<file path="src/design/ctt_pkg.sv">
// package for the connection table with idle timeout
// types, codes and sizes shared by the front, back and top level
`timescale 1ns / 1ps
package ctt_pkg;
    localparam int Slots = 16;
    localparam int IdxW = (Slots > 1) ? $clog2(Slots) : 1;
    localparam int IdW = 7;
    localparam int QDepth = 2;

    typedef enum logic [2:0] {
        K_ADD = 3'd0, K_RM_ID = 3'd1, K_RM_EP = 3'd2, K_LOOKUP = 3'd3,
        K_ACT = 3'd4, K_SWEEP = 3'd5, K_PING_RPL = 3'd6, K_PING_RD = 3'd7
    } t_kind;

    localparam logic [IdW-1:0] CfgLimit = 7'd0;
    localparam logic [IdW-1:0] CfgTimeout = 7'd1;

    typedef struct packed {
        t_kind       kind;
        logic [31:0] ip_address;
        logic [15:0] port_number;
        logic [IdW-1:0] conn_id;
        logic        id_ok;
        logic [31:0] now;
        logic [31:0] diff;
    } t_cmd;

    typedef enum logic [2:0] {
        S_IDLE, S_SCAN, S_EMIT, S_DONE
    } t_state;
endpackage

</file>
<file path="src/design/ctt_front.sv">
// front part: accepts input beats, checks the id and works out the ping difference
// depends on ctt_pkg
`timescale 1ns / 1ps
module ctt_front (
    input  logic                i_clk,
    input  logic                i_rst_n,
    input  logic                i_valid,
    output logic                o_ready,
    input  logic [2:0]          i_kind,
    input  logic [31:0]         i_ip_address,
    input  logic [15:0]         i_port_number,
    input  logic [6:0]          i_conn_id,
    input  logic [31:0]         i_now,
    input  logic [31:0]         i_sent_time,
    output logic                o_q_valid,
    input  logic                i_q_pop,
    output ctt_pkg::t_cmd       o_q_cmd
);
    import ctt_pkg::*;
    t_cmd r_q [QDepth];
    logic [1:0] r_cnt, n_cnt;
    logic r_wp, r_rp;
    logic push;
    t_cmd c;

    always_comb begin
        c.kind = t_kind'(i_kind);
        c.ip_address = i_ip_address;
        c.port_number = i_port_number;
        c.conn_id = i_conn_id;
        c.id_ok = (i_conn_id != '0) && (i_conn_id <= IdW'(Slots));
        c.now = i_now;
        c.diff = i_now - i_sent_time;
    end

    assign o_ready = (r_cnt != 2'(QDepth));
    assign push = i_valid && o_ready;
    assign o_q_valid = (r_cnt != '0);
    assign o_q_cmd = r_q[r_rp];
    assign n_cnt = r_cnt + 2'(push) - 2'(i_q_pop);

    always_ff @(posedge i_clk) begin
        if (!i_rst_n) begin
            r_cnt <= '0;
            r_wp <= 1'b0;
            r_rp <= 1'b0;
        end else begin
            r_cnt <= n_cnt;
            if (push) r_wp <= ~r_wp;
            if (i_q_pop) r_rp <= ~r_rp;
        end
        if (push) r_q[r_wp] <= c;
    end
endmodule

</file>
<file path="src/design/ctt_back.sv">
// back: scans slots one a cycle, pausing on sweep drops; builds result beats
// depends on ctt_pkg
`timescale 1ns / 1ps
module ctt_back (
    input  logic                i_clk,
    input  logic                i_rst_n,
    input  logic                i_q_valid,
    output logic                o_q_pop,
    input  ctt_pkg::t_cmd       i_q_cmd,
    input  logic [6:0]          i_slot_limit,
    input  logic [31:0]         i_idle_timeout,
    output logic                o_valid,
    input  logic                i_ready,
    output logic [6:0]          o_result_id,
    output logic                o_timed_out,
    output logic [31:0]         o_ping_value,
    output logic [31:0]         o_idle_time,
    output logic [6:0]          o_live_count,
    output logic                o_last
);
    import ctt_pkg::*;
    t_state r_st, n_st;
    logic [Slots-1:0] r_used;
    logic [31:0] r_addr [Slots];
    logic [15:0] r_port [Slots];
    logic [31:0] r_seen [Slots];
    logic [31:0] r_rtt [Slots];
    logic [IdW-1:0] r_cnt;
    logic [IdxW-1:0] r_i;
    logic r_found;
    t_cmd r_cmd;
    logic [IdW-1:0] r_wid;
    logic [31:0] r_widle;
    logic [IdW-1:0] r_oid, r_ocnt;
    logic r_oto, r_olast, r_ov;
    logic [31:0] r_oping, r_oidle;

    logic [IdW-1:0] lim, id_i;
    logic [IdxW-1:0] sel;
    logic [31:0] idiff;
    logic hit, last_i, fin, emit_go;

    assign lim = (i_slot_limit == '0 || i_slot_limit > IdW'(Slots)) ? IdW'(Slots)
                                                                    : i_slot_limit;
    assign id_i = IdW'(r_i) + IdW'(1);
    assign sel = IdxW'(r_cmd.conn_id - IdW'(1));
    assign idiff = r_cmd.now - r_seen[r_i];
    assign last_i = (id_i == IdW'(Slots));

    always_comb begin
        hit = 1'b0;
        case (r_cmd.kind)
            K_ADD:   hit = !r_used[r_i] && (id_i <= lim);
            K_RM_EP, K_LOOKUP:
                hit = r_used[r_i] && r_addr[r_i] == r_cmd.ip_address
                      && r_port[r_i] == r_cmd.port_number;
            K_SWEEP: hit = r_used[r_i] && (idiff > i_idle_timeout);
            default: hit = 1'b0;
        endcase
    end

    assign fin = !r_ov || i_ready;
    assign emit_go = (r_st == S_EMIT || r_st == S_DONE) && fin;

    always_comb begin
        n_st = r_st;
        case (r_st)
            S_IDLE: if (i_q_valid) n_st = S_SCAN;
            S_SCAN: begin
                if (r_cmd.kind == K_SWEEP) begin
                    if (hit) n_st = S_EMIT;
                    else if (last_i) n_st = S_DONE;
                end else if (r_cmd.kind == K_ADD || r_cmd.kind == K_RM_EP
                             || r_cmd.kind == K_LOOKUP) begin
                    if (hit || last_i) n_st = S_DONE;
                end else begin
                    n_st = S_DONE;
                end
            end
            S_EMIT: if (fin) n_st = last_i ? S_DONE : S_SCAN;
            S_DONE: if (fin) n_st = S_IDLE;
            default: n_st = S_IDLE;
        endcase
    end

    always_comb begin
        o_q_pop = (r_st == S_IDLE) && i_q_valid;
    end

    assign o_valid = r_ov;
    assign o_result_id = r_oid;
    assign o_timed_out = r_oto;
    assign o_ping_value = r_oping;
    assign o_idle_time = r_oidle;
    assign o_live_count = r_ocnt;
    assign o_last = r_olast;

    always_ff @(posedge i_clk) begin
        if (!i_rst_n) begin
            r_st <= S_IDLE;
            r_used <= '0;
            r_cnt <= '0;
            r_ov <= 1'b0;
            r_i <= '0;
            r_found <= 1'b0;
            for (int k = 0; k < Slots; k++) begin
                r_seen[k] <= '0;
                r_rtt[k] <= '0;
            end
        end else begin
            r_st <= n_st;
            if (emit_go) r_ov <= 1'b1;
            else if (i_ready) r_ov <= 1'b0;
            case (r_st)
                S_IDLE: if (i_q_valid) begin
                    r_cmd <= i_q_cmd;
                    r_i <= '0;
                    r_found <= 1'b0;
                    r_wid <= '0;
                end
                S_SCAN: begin
                    case (r_cmd.kind)
                        K_ADD: if (hit) begin
                            r_used[r_i] <= 1'b1;
                            r_addr[r_i] <= r_cmd.ip_address;
                            r_port[r_i] <= r_cmd.port_number;
                            r_cnt <= r_cnt + IdW'(1);
                            r_wid <= id_i;
                        end else r_i <= r_i + IdxW'(!last_i);
                        K_RM_EP: if (hit) begin
                            r_used[r_i] <= 1'b0;
                            r_cnt <= r_cnt - IdW'(1);
                            r_wid <= id_i;
                        end else r_i <= r_i + IdxW'(!last_i);
                        K_LOOKUP: if (hit) r_wid <= id_i;
                                  else r_i <= r_i + IdxW'(!last_i);
                        K_SWEEP: if (hit) begin
                            r_used[r_i] <= 1'b0;
                            r_cnt <= r_cnt - IdW'(1);
                            r_wid <= id_i;
                            r_widle <= idiff;
                        end else if (!last_i) r_i <= r_i + IdxW'(1);
                        K_RM_ID: if (r_cmd.id_ok && r_used[sel]) begin
                            r_used[sel] <= 1'b0;
                            r_cnt <= r_cnt - IdW'(1);
                            r_wid <= r_cmd.conn_id;
                        end
                        K_ACT: if (r_cmd.id_ok) begin
                            r_seen[sel] <= r_cmd.now;
                            r_wid <= r_cmd.conn_id;
                        end
                        K_PING_RPL: if (r_cmd.id_ok) begin
                            r_rtt[sel] <= r_cmd.diff;
                            r_wid <= r_cmd.conn_id;
                        end
                        default: if (r_cmd.id_ok) r_wid <= r_cmd.conn_id;
                    endcase
                end
                S_EMIT: if (fin) begin
                    // emit with last clear; ctt_drop_buf holds it to mark last
                    r_oid <= r_wid;
                    r_oto <= 1'b1;
                    r_oping <= '0;
                    r_oidle <= r_widle;
                    r_ocnt <= r_cnt;
                    r_olast <= 1'b0;
                    r_found <= 1'b1;
                    r_i <= r_i + IdxW'(!last_i);
                end
                S_DONE: if (fin) begin
                    r_olast <= 1'b1;
                    r_ocnt <= r_cnt;
                    r_oid <= r_wid;
                    if (r_cmd.kind == K_SWEEP) begin
                        r_oto <= r_found;
                        r_oidle <= r_found ? r_widle : '0;
                        r_oping <= '0;
                    end else begin
                        r_oto <= 1'b0;
                        r_oidle <= '0;
                        r_oping <= (r_cmd.id_ok && (r_cmd.kind == K_PING_RPL
                                    || r_cmd.kind == K_PING_RD)) ? r_rtt[sel] : '0;
                    end
                end
                default: ;
            endcase
        end
    end
endmodule

</file>
<file path="src/design/ctt_drop_buf.sv">
// one-beat holding stage so a sweep can mark its final drop as last
// depends on ctt_pkg
`timescale 1ns / 1ps
module ctt_drop_buf (
    input  logic          i_clk,
    input  logic          i_rst_n,
    input  logic          i_valid,
    output logic          o_ready,
    input  logic [6:0]    i_result_id,
    input  logic          i_timed_out,
    input  logic [31:0]   i_ping_value,
    input  logic [31:0]   i_idle_time,
    input  logic [6:0]    i_live_count,
    input  logic          i_last,
    output logic          o_valid,
    input  logic          i_ready,
    output logic [6:0]    o_result_id,
    output logic          o_timed_out,
    output logic [31:0]   o_ping_value,
    output logic [31:0]   o_idle_time,
    output logic [6:0]    o_live_count,
    output logic          o_last
);
    import ctt_pkg::*;
    // a held drop is released when the next beat arrives; a bare done beat
    // after a drop only turns the held drop into last
    logic r_hv, r_ov;
    logic [6:0] r_hid, r_hcnt, r_oid, r_ocnt;
    logic [31:0] r_hidle, r_oping, r_oidle;
    logic r_oto, r_olast;
    logic out_free, take, dup, load;

    assign out_free = !r_ov || i_ready;
    assign o_ready = out_free;
    assign take = i_valid && out_free;
    assign dup = i_last && i_timed_out && r_hv;
    assign load = take && !(i_timed_out && !i_last && !r_hv);

    assign o_valid = r_ov;
    assign o_result_id = r_oid;
    assign o_timed_out = r_oto;
    assign o_ping_value = r_oping;
    assign o_idle_time = r_oidle;
    assign o_live_count = r_ocnt;
    assign o_last = r_olast;

    always_ff @(posedge i_clk) begin
        if (!i_rst_n) begin
            r_hv <= 1'b0;
            r_ov <= 1'b0;
        end else begin
            if (load) r_ov <= 1'b1;
            else if (i_ready) r_ov <= 1'b0;
            if (take) begin
                if (i_timed_out && !i_last) begin
                    if (r_hv) begin
                        r_oid <= r_hid; r_oto <= 1'b1; r_oping <= '0;
                        r_oidle <= r_hidle; r_ocnt <= r_hcnt; r_olast <= 1'b0;
                    end
                    r_hv <= 1'b1;
                    r_hid <= i_result_id; r_hidle <= i_idle_time;
                    r_hcnt <= i_live_count;
                end else if (dup) begin
                    r_hv <= 1'b0;
                    r_oid <= r_hid; r_oto <= 1'b1; r_oping <= '0;
                    r_oidle <= r_hidle; r_ocnt <= r_hcnt; r_olast <= 1'b1;
                end else begin
                    r_oid <= i_result_id; r_oto <= i_timed_out; r_oping <= i_ping_value;
                    r_oidle <= i_idle_time; r_ocnt <= i_live_count; r_olast <= i_last;
                end
            end
        end
    end
endmodule

</file>
<file path="src/design/connection_table_with_idle_timeout.sv">
// top level of the connection table with idle timeout
// depends on ctt_pkg, ctt_front, ctt_back and ctt_drop_buf
`timescale 1ns / 1ps
// Sixteen-entry connection table. The front takes input beats into a
// two-entry queue; the back handles one item at a time and walks the slots
// one per cycle, pausing while a sweep drop waits to go out. Add, remove
// by endpoint and lookup stop at the first hit; sweep always walks all 16
// slots and emits each drop as it finds it. Results leave through the
// back's output registers and then the drop buffer's; a sweep's drop is
// held one beat so it can carry last. Configuration writes are always ready.
module connection_table_with_idle_timeout (
    input  logic        i_clk,
    input  logic        i_rst_n,
    input  logic        i_valid,
    output logic        o_ready,
    input  logic [2:0]  i_kind,
    input  logic [31:0] i_ip_address,
    input  logic [15:0] i_port_number,
    input  logic [6:0]  i_conn_id,
    input  logic [31:0] i_now,
    input  logic [31:0] i_sent_time,
    output logic        o_valid,
    input  logic        i_ready,
    output logic [6:0]  o_result_id,
    output logic        o_timed_out,
    output logic [31:0] o_ping_value,
    output logic [31:0] o_idle_time,
    output logic [6:0]  o_live_count,
    output logic        o_last,
    input  logic        i_cfg_valid,
    output logic        o_cfg_ready,
    input  logic [6:0]  i_cfg_index,
    input  logic [31:0] i_cfg_data
);
    import ctt_pkg::*;
    logic [6:0] r_limit;
    logic [31:0] r_timeout;
    logic q_valid, q_pop;
    t_cmd q_cmd;
    logic b_valid, b_ready, b_to, b_last;
    logic [6:0] b_id, b_cnt;
    logic [31:0] b_ping, b_idle;

    assign o_cfg_ready = 1'b1;
    always_ff @(posedge i_clk) begin
        if (!i_rst_n) begin
            r_limit <= '0;
            r_timeout <= 32'd10;
        end else if (i_cfg_valid) begin
            if (i_cfg_index == CfgLimit) r_limit <= i_cfg_data[6:0];
            else if (i_cfg_index == CfgTimeout) r_timeout <= i_cfg_data;
        end
    end

    ctt_front u_front (
        .i_clk, .i_rst_n, .i_valid, .o_ready, .i_kind, .i_ip_address,
        .i_port_number, .i_conn_id, .i_now, .i_sent_time,
        .o_q_valid(q_valid), .i_q_pop(q_pop), .o_q_cmd(q_cmd)
    );

    ctt_back u_back (
        .i_clk, .i_rst_n, .i_q_valid(q_valid), .o_q_pop(q_pop), .i_q_cmd(q_cmd),
        .i_slot_limit(r_limit), .i_idle_timeout(r_timeout),
        .o_valid(b_valid), .i_ready(b_ready), .o_result_id(b_id),
        .o_timed_out(b_to), .o_ping_value(b_ping), .o_idle_time(b_idle),
        .o_live_count(b_cnt), .o_last(b_last)
    );

    ctt_drop_buf u_buf (
        .i_clk, .i_rst_n, .i_valid(b_valid), .o_ready(b_ready),
        .i_result_id(b_id), .i_timed_out(b_to), .i_ping_value(b_ping),
        .i_idle_time(b_idle), .i_live_count(b_cnt), .i_last(b_last),
        .o_valid, .i_ready, .o_result_id, .o_timed_out, .o_ping_value,
        .o_idle_time, .o_live_count, .o_last
    );
endmodule
</file>
<file path="config.mk">
export PLATFORM = sky130hd
export DESIGN_NAME = connection_table_with_idle_timeout
export DESIGN_NICKNAME = d
export VERILOG_FILES = /design/src/design/ctt_pkg.sv /design/src/design/ctt_front.sv /design/src/design/ctt_back.sv /design/src/design/ctt_drop_buf.sv /design/src/design/connection_table_with_idle_timeout.sv
export SDC_FILE = /design/constraint.sdc
export NUM_CORES = 2
export LEC_CHECK = 0
export ABC_AREA = 1
export BUFFER_PORTS_ARGS = -buffer_cell sky130_fd_sc_hd__buf_2
export CAP_MARGIN = 30
export CORE_UTILIZATION = 36
export DETAILED_ROUTE_END_ITERATION = 8
export GPL_TIMING_DRIVEN = 0
export PLACE_DENSITY_LB_ADDON = 0.1
export SKIP_LAST_GASP = 1
export SLEW_MARGIN = 0
export SYNTH_ARGS = -nofsm -noshare
export SYNTH_HDL_FRONTEND = slang
export SYNTH_HIERARCHICAL = 1
export SYNTH_SLANG_ARGS = --single-unit
export TNS_END_PERCENT = 1
</file>
<file path="constraint.sdc">
create_clock -name i_clk -period 8 [get_ports i_clk]
set_clock_uncertainty 0.1 [all_clocks]
set_input_delay 0.8 -clock i_clk [delete_from_list [all_inputs] [get_ports i_clk]]
set_output_delay 0.8 -clock i_clk [all_outputs]
set_load 0.05 [all_outputs]
</file>
==> Yosys cells after proc, flatten, opt, wreduce, memory -nomap -nowiden <==
Memory sizes are Yosys's and may differ from the RTL's. A register that Yosys moved wholly into a read port is not among the register bits.
Cells that the tools add are included.
{ "word_totals": {"regBits": 322, "ram_bits": 2038, "inputBits": 166, "n_memories": 5} }
{ "memory_table": {"columns": ["name", "depth", "width", "rd", "rd_clocked_by_memory_dff", "wr", "line", "text"], "rows": [
  ["u_back.r_addr", 16, 32, 1, 1, 1, "ctt_back.sv:24", "logic [31:0] r_addr [Slots];"],
  ["u_back.r_rtt", 16, 32, 1, 0, 16, "ctt_back.sv:27", "logic [31:0] r_rtt [Slots];"],
  ["u_back.r_seen", 16, 32, 1, 1, 16, "ctt_back.sv:26", "logic [31:0] r_seen [Slots];"],
  ["u_back.r_port", 16, 16, 1, 1, 1, "ctt_back.sv:25", "logic [15:0] r_port [Slots];"],
  ["u_front.r_q", 2, 123, 1, 1, 1, "ctt_front.sv:20", "t_cmd r_q [QDepth];"]
]} }
{ "op_classes": {"addsub": 10, "magnitude_cmp": 8, "eq_ne": 31, "n_mux": 112, "bitwise": 8, "reduce_logical": 68} }
{ "ops": {"columns": ["cell", "n"], "rows": [
  ["$mux W32", 16],
  ["$pmux W32 S2", 2],
  ["$mux W7", 14],
  ["$reduce_or A32 Y1", 2],
  ["$sub A32 B32 Y32", 2],
  ["$mux W4", 13],
  ["$mux W16", 3],
  ["$pmux W16 S3", 1],
  ["$mux W1", 40],
  ["$and A16 B16 Y16", 2],
  ["$eq A32 B32 Y1", 1],
  ["$gt A32 B32 Y1", 1],
  ["$not A16 Y16", 2],
  ["$pmux W7 S2", 2],
  ["$mux W3", 8],
  ["$pmux W7 S3", 1],
  ["$logic_and A1 B1 Y1", 18],
  ["$reduce_and A3 Y1", 6],
  ["$eq A16 B16 Y1", 1],
  ["$or A16 B16 Y16", 1],
  ["$logic_not A7 Y1", 2],
  ["$ne A2 B1 Y1 const B", 7],
  ["$reduce_bool A2 Y1", 7],
  ["$eq A3 B2 Y1 const B", 4],
  ["44 further kinds", 81]
]} }

==> Logic depth before layout (Yosys ltp) <==
{ "logic_depth": {"depth_word": 11, "ltp_mapped": 43, "ltp_nobuf": 35} }

==> Hierarchy <==
The synthesis kept the hierarchy.
{ "by_module_without_submodules": {"columns": ["mod", "instances", "cells_each", "area_per_inst_um2", "seq_area_each_um2"], "rows": [
  ["ctt_back", 1, 8277, 89723.6, 61779.3],
  ["ctt_front", 1, 944, 11597.4, 7487.2],
  ["ctt_drop_buf", 1, 365, 4843.4, 3823.7],
  ["connection_table_with_idle_timeout", 1, 258, 1729.2, 780.7]
]} }

==> Least setup slack after synthesis <==
OpenSTA, ideal clock, no wires.
{ "synth_timing": {"path_type": "input to register", "start": "input port i_rst_n", "end": "register u_back.r_wid[0] (enable)", "setup_ps": 374, "arrival_time_ps": 7202, "path_slack_ps": 323, "cell_stages": 4, "path_buffers": 0, "path_cell_list": "inv_2 nor2_1 o21ai_0 a21oi_1"} }
{ "synth_between": {"elab_chain_cells": 1} }
{ "synth_lines": {"columns": ["element", "line", "text"], "rows": [
  ["start, declared", "connection_table_with_idle_timeout.sv:13", "input logic i_rst_n,"],
  ["$reduce_and A6 Y1 (no source line)", null, null],
  ["end signal, assigned", "ctt_back.sv:128", "r_wid <= id_i;"],
  ["end signal, assigned", "ctt_back.sv:133", "r_wid <= id_i;"],
  ["end signal, assigned", "ctt_back.sv:135", "K_LOOKUP: if (hit) r_wid <= id_i;"],
  ["end, declared", "ctt_back.sv:32", "logic [IdW-1:0] r_wid;"]
]} }
Every way passes these cells.
A chain may end at the register's enable or synchronous reset.

==> flow_summary.yaml <==
outcome:
  status: "completed"
setup_path:
  critPathCaptureType: "flip-flop"
  critPathLaunchType: "flip-flop"
  worstPathRequired_ns: 8.72
  cp_top_family: "simple AND/OR/NAND/NOR gates"
  reg2reg_depth: 41
  r2r_slack_ns: 0.43
  worstSetupPathType: "reg -> reg"
  cpMostUsedCell: "nand2_1"
  cp.depth: 41
  critPathMaxStageDelay_ns: 0.49
  arrival_ns: 8.29
  cp_max_fo: 10
  cp.buffers_inverters: 9
  cpMaxStageDelayCell: "nand4_1"
  reg2reg_to: "u_back/r_cnt[0]$_SDFFE_PN0P_"
  crit_end: "u_back/r_cnt[0]$_SDFFE_PN0P_"
floorplanning:
  ios: 249
  start_util_pct: 36.3
  std_cell_rows: 200
  core_area_um2: 298000
  chipHeight_um: 549
  die-area_um2: 302000
  die_w_um: 549
placement:
  gp_congestion: 0.915
  dp_slack_ns: -2.34
  hpwl_mm: 306
  io_buffers: 247
grt:
  grt_pass1_vias: 75800
  groute.usage.overall_pct: 27.3
  antenna_found_initial: 28
  grt_pass1_wl_mm: 580
  overflow: 0
  grt_start_max_net_pins: 33
route:
  num_vias: 79700
  wl_mm: 420
  viasPerCell: 5.37
  drt_pass1_iterations: 8
  wl_per_cell_um: 28.3
  drc: 0
  ant_nets: 0
  drtIter0Drc: 9974
clock_network:
  insertion_delay_ns: 0.93
  cts.sinks: 2487
  clk_pin_slew_ns: 0.06
  clock-root-buffer: "clkbuf_16"
  cts_tree: "done"
  clockBufferDepth: 4
  cts_made_buffers: 284
  cts.htree.levels: 5
timing:
  period_share_pct: 94.6
  finalSetupViolCount: 0
  hold_violations: 0
  slew_violations: 0
  setup_slack_ns: 0.429
  max-slew-margin-rel_pct: 23.6
  rsz0062_at_grt: "false"
  timing.fmax_ghz: 0.132
  worst_slew_pin_slew_ns: 1.15
  min_period_ns: 7.57
yosys:
  yosys_warnings: 6
  ys_ff_latch: 2487
  ys_seq_area_share_pct: 68.5
  synth_area_um2: 108000
  async_reset_ff_share_pct: 0
  ys_types: 57
  synth_edf_count: 2406
  synth_flop_cell: "edfxtp_1"
  synth_nets: 10100
  synth.avg_cell_area_um2: 11.0
  syn_inst: 9844
job:
  drv_cap: 0
cells_and_area:
  layout-drive-gt1-share_pct: 12.5
  area_growth_pct: 18.1
  final_common_cell: "edfxtp_1"
  fin_util_pct: 42.8
  layout_common_cells: "2406 x edfxtp_1, 2025 x nor2_1, 1725 x nand2_1"
  num-nets-final: 11000
hold_path:
  hp-class: "in -> reg"
pwr:
  power_density_nw_per_um2: 320
  power_leakage_nw: 49.0
  peakVddDrop_uv: 163
==> worst min path at each step <==
stage	from	end	slack, ns	depth (start not counted)
2_1_floorplan	u_back/r_wid[0]$_SDFFCE_PN0P_	u_back/o_result_id[0]$_DFFE_PP_	0.30	0
3_3_place_gp	u_back/r_wid[4]$_SDFFCE_PN0P_	u_back/o_result_id[4]$_DFFE_PP_	0.31	0
3_5_place_dp	u_back/r_wid[6]$_SDFFCE_PP0P_	u_back/o_result_id[6]$_DFFE_PP_	0.31	0
4_1_cts	i_now[8]	u_front/r_q[1][40]$_DFFE_PP_	0.002	1
5_1_grt	i_now[8]	u_front/r_q[1][40]$_DFFE_PP_	0.02	1
6_report	i_now[8]	u_front/r_q[1][40]$_DFFE_PP_	0.05	1
==> what timing repair did <==
| item | in CTS | in global routing |
|---|---|---|
| cloned | 0 | 1 |
| setup buffers | 6 | 6 |
| hold buffers | 74 | 0 |
| pin swaps | 6 | 6 |
| gates resized for setup | 98 | 100 |
| endpoints found under the setup margin | 72 | 72 |
| endpoints found under the hold margin | 148 | 0 |
==> worst register-to-register path: cells and delay by family (launching register included) <==
kind            cells  cell delay [ns]
fa+ha+maj           3             0.93
buf+inv             9             1.74
flops               1             0.33
compound gates      8             1.24
simple gates       20             2.94
xor+xnor            1             0.22
==> cells by family after synthesis <==
kind of cell,after synthesis,share of synthesized area (%)
buffers and inverters,1321,5.04
muxes,123,1.28
DFF,2487,68.5
xor gates and xnor gates,58,0.471
and+or+nand+nor,4490,16.6
adders and majority gates,125,1.47
other,1,0.00348
AOI/OAI and AO/OA,1239,6.64
==> layout make-up <==
class	count	area [um^2]
Sequential cell	2487	73900
Buffer	586	2900
Clock buffer	373	7600
Inverter	725	2720
Fill cell	28300	170000
Clock inverter	119	1070
Tap cell	3939	4930
Antenna cell	7	17.5
Multi-Input combinational cell	6036	29000
Timing Repair Buffer	560	5290
==> routing by layer <==
metal  share of wire [%]  routed length [um]  GRT usage [%]
met4                 4.2               17700           10.4
met1                  42              178000           37.8
met5               0.016                  69              0
met2                  45              189000           42.9
met3                 8.4               35200           4.32
==> Yosys cell counts (15+ instances only) <==
cell	n	area share, %
o22ai_1	168	0.97
o211ai_1	73	0.51
nor3_1	33	0.15
ha_1	122	1.4
o21ai_0	651	3.0
dfxtp_1	81	1.5
nor2_1	2033	7.1
buf_1	32	0.11
nand3_1	563	2.6
a22oi_1	24	0.17
edfxtp_1	2406	67
buf_6	28	0.29
nand2_1	1758	6.1
o221ai_1	99	0.80
a31oi_1	26	0.15
or2_2	15	0.087
buf_4	22	0.15
buf_2	107	0.50
clkbuf_1	403	1.4
inv_1	717	2.5
o21ai_1	32	0.15
a21oi_1	134	0.62
mux2_2	123	1.3
xor2_1	45	0.37
nor2_2	24	0.14
==> registers in the layout, summed over array words and instances, names as in the netlist, 123 cells and up, named ones only <==
| signal | count |
|---|---|
| u_back/r_rtt | 512 |
| u_back/r_port | 256 |
| u_back/r_addr | 512 |
| u_front/r_q | 246 |
| u_back/r_cmd | 123 |
| u_back/r_seen | 512 |
==> where the power goes <==
part | switching [W] | internal [W] | leakage, nW
clock network | 0.00544 | 0.00697 | 4.21
registers | 0.000551 | 0.0154 | 23.8
logic | 0.00905 | 0.00338 | 21.0
==> metrics by stage <==
step	cell area, um^2	power, W	TNS, ns	hold WS (ns)	cells
final	127000	0.0408	0	0.0538	14800
after global routing	127000	0.0422	0	0.0223	14800
after global placement	114000	0.0279	-5760.37	0.307	14000
after floorplan	108000	0.0223	0	0.300	9844
after CTS	127000	0.0408	0	0.00153	14800
after detailed placement	117000	0.0281	-153.98	0.308	14300
Power figures use the tool's default switching activity.
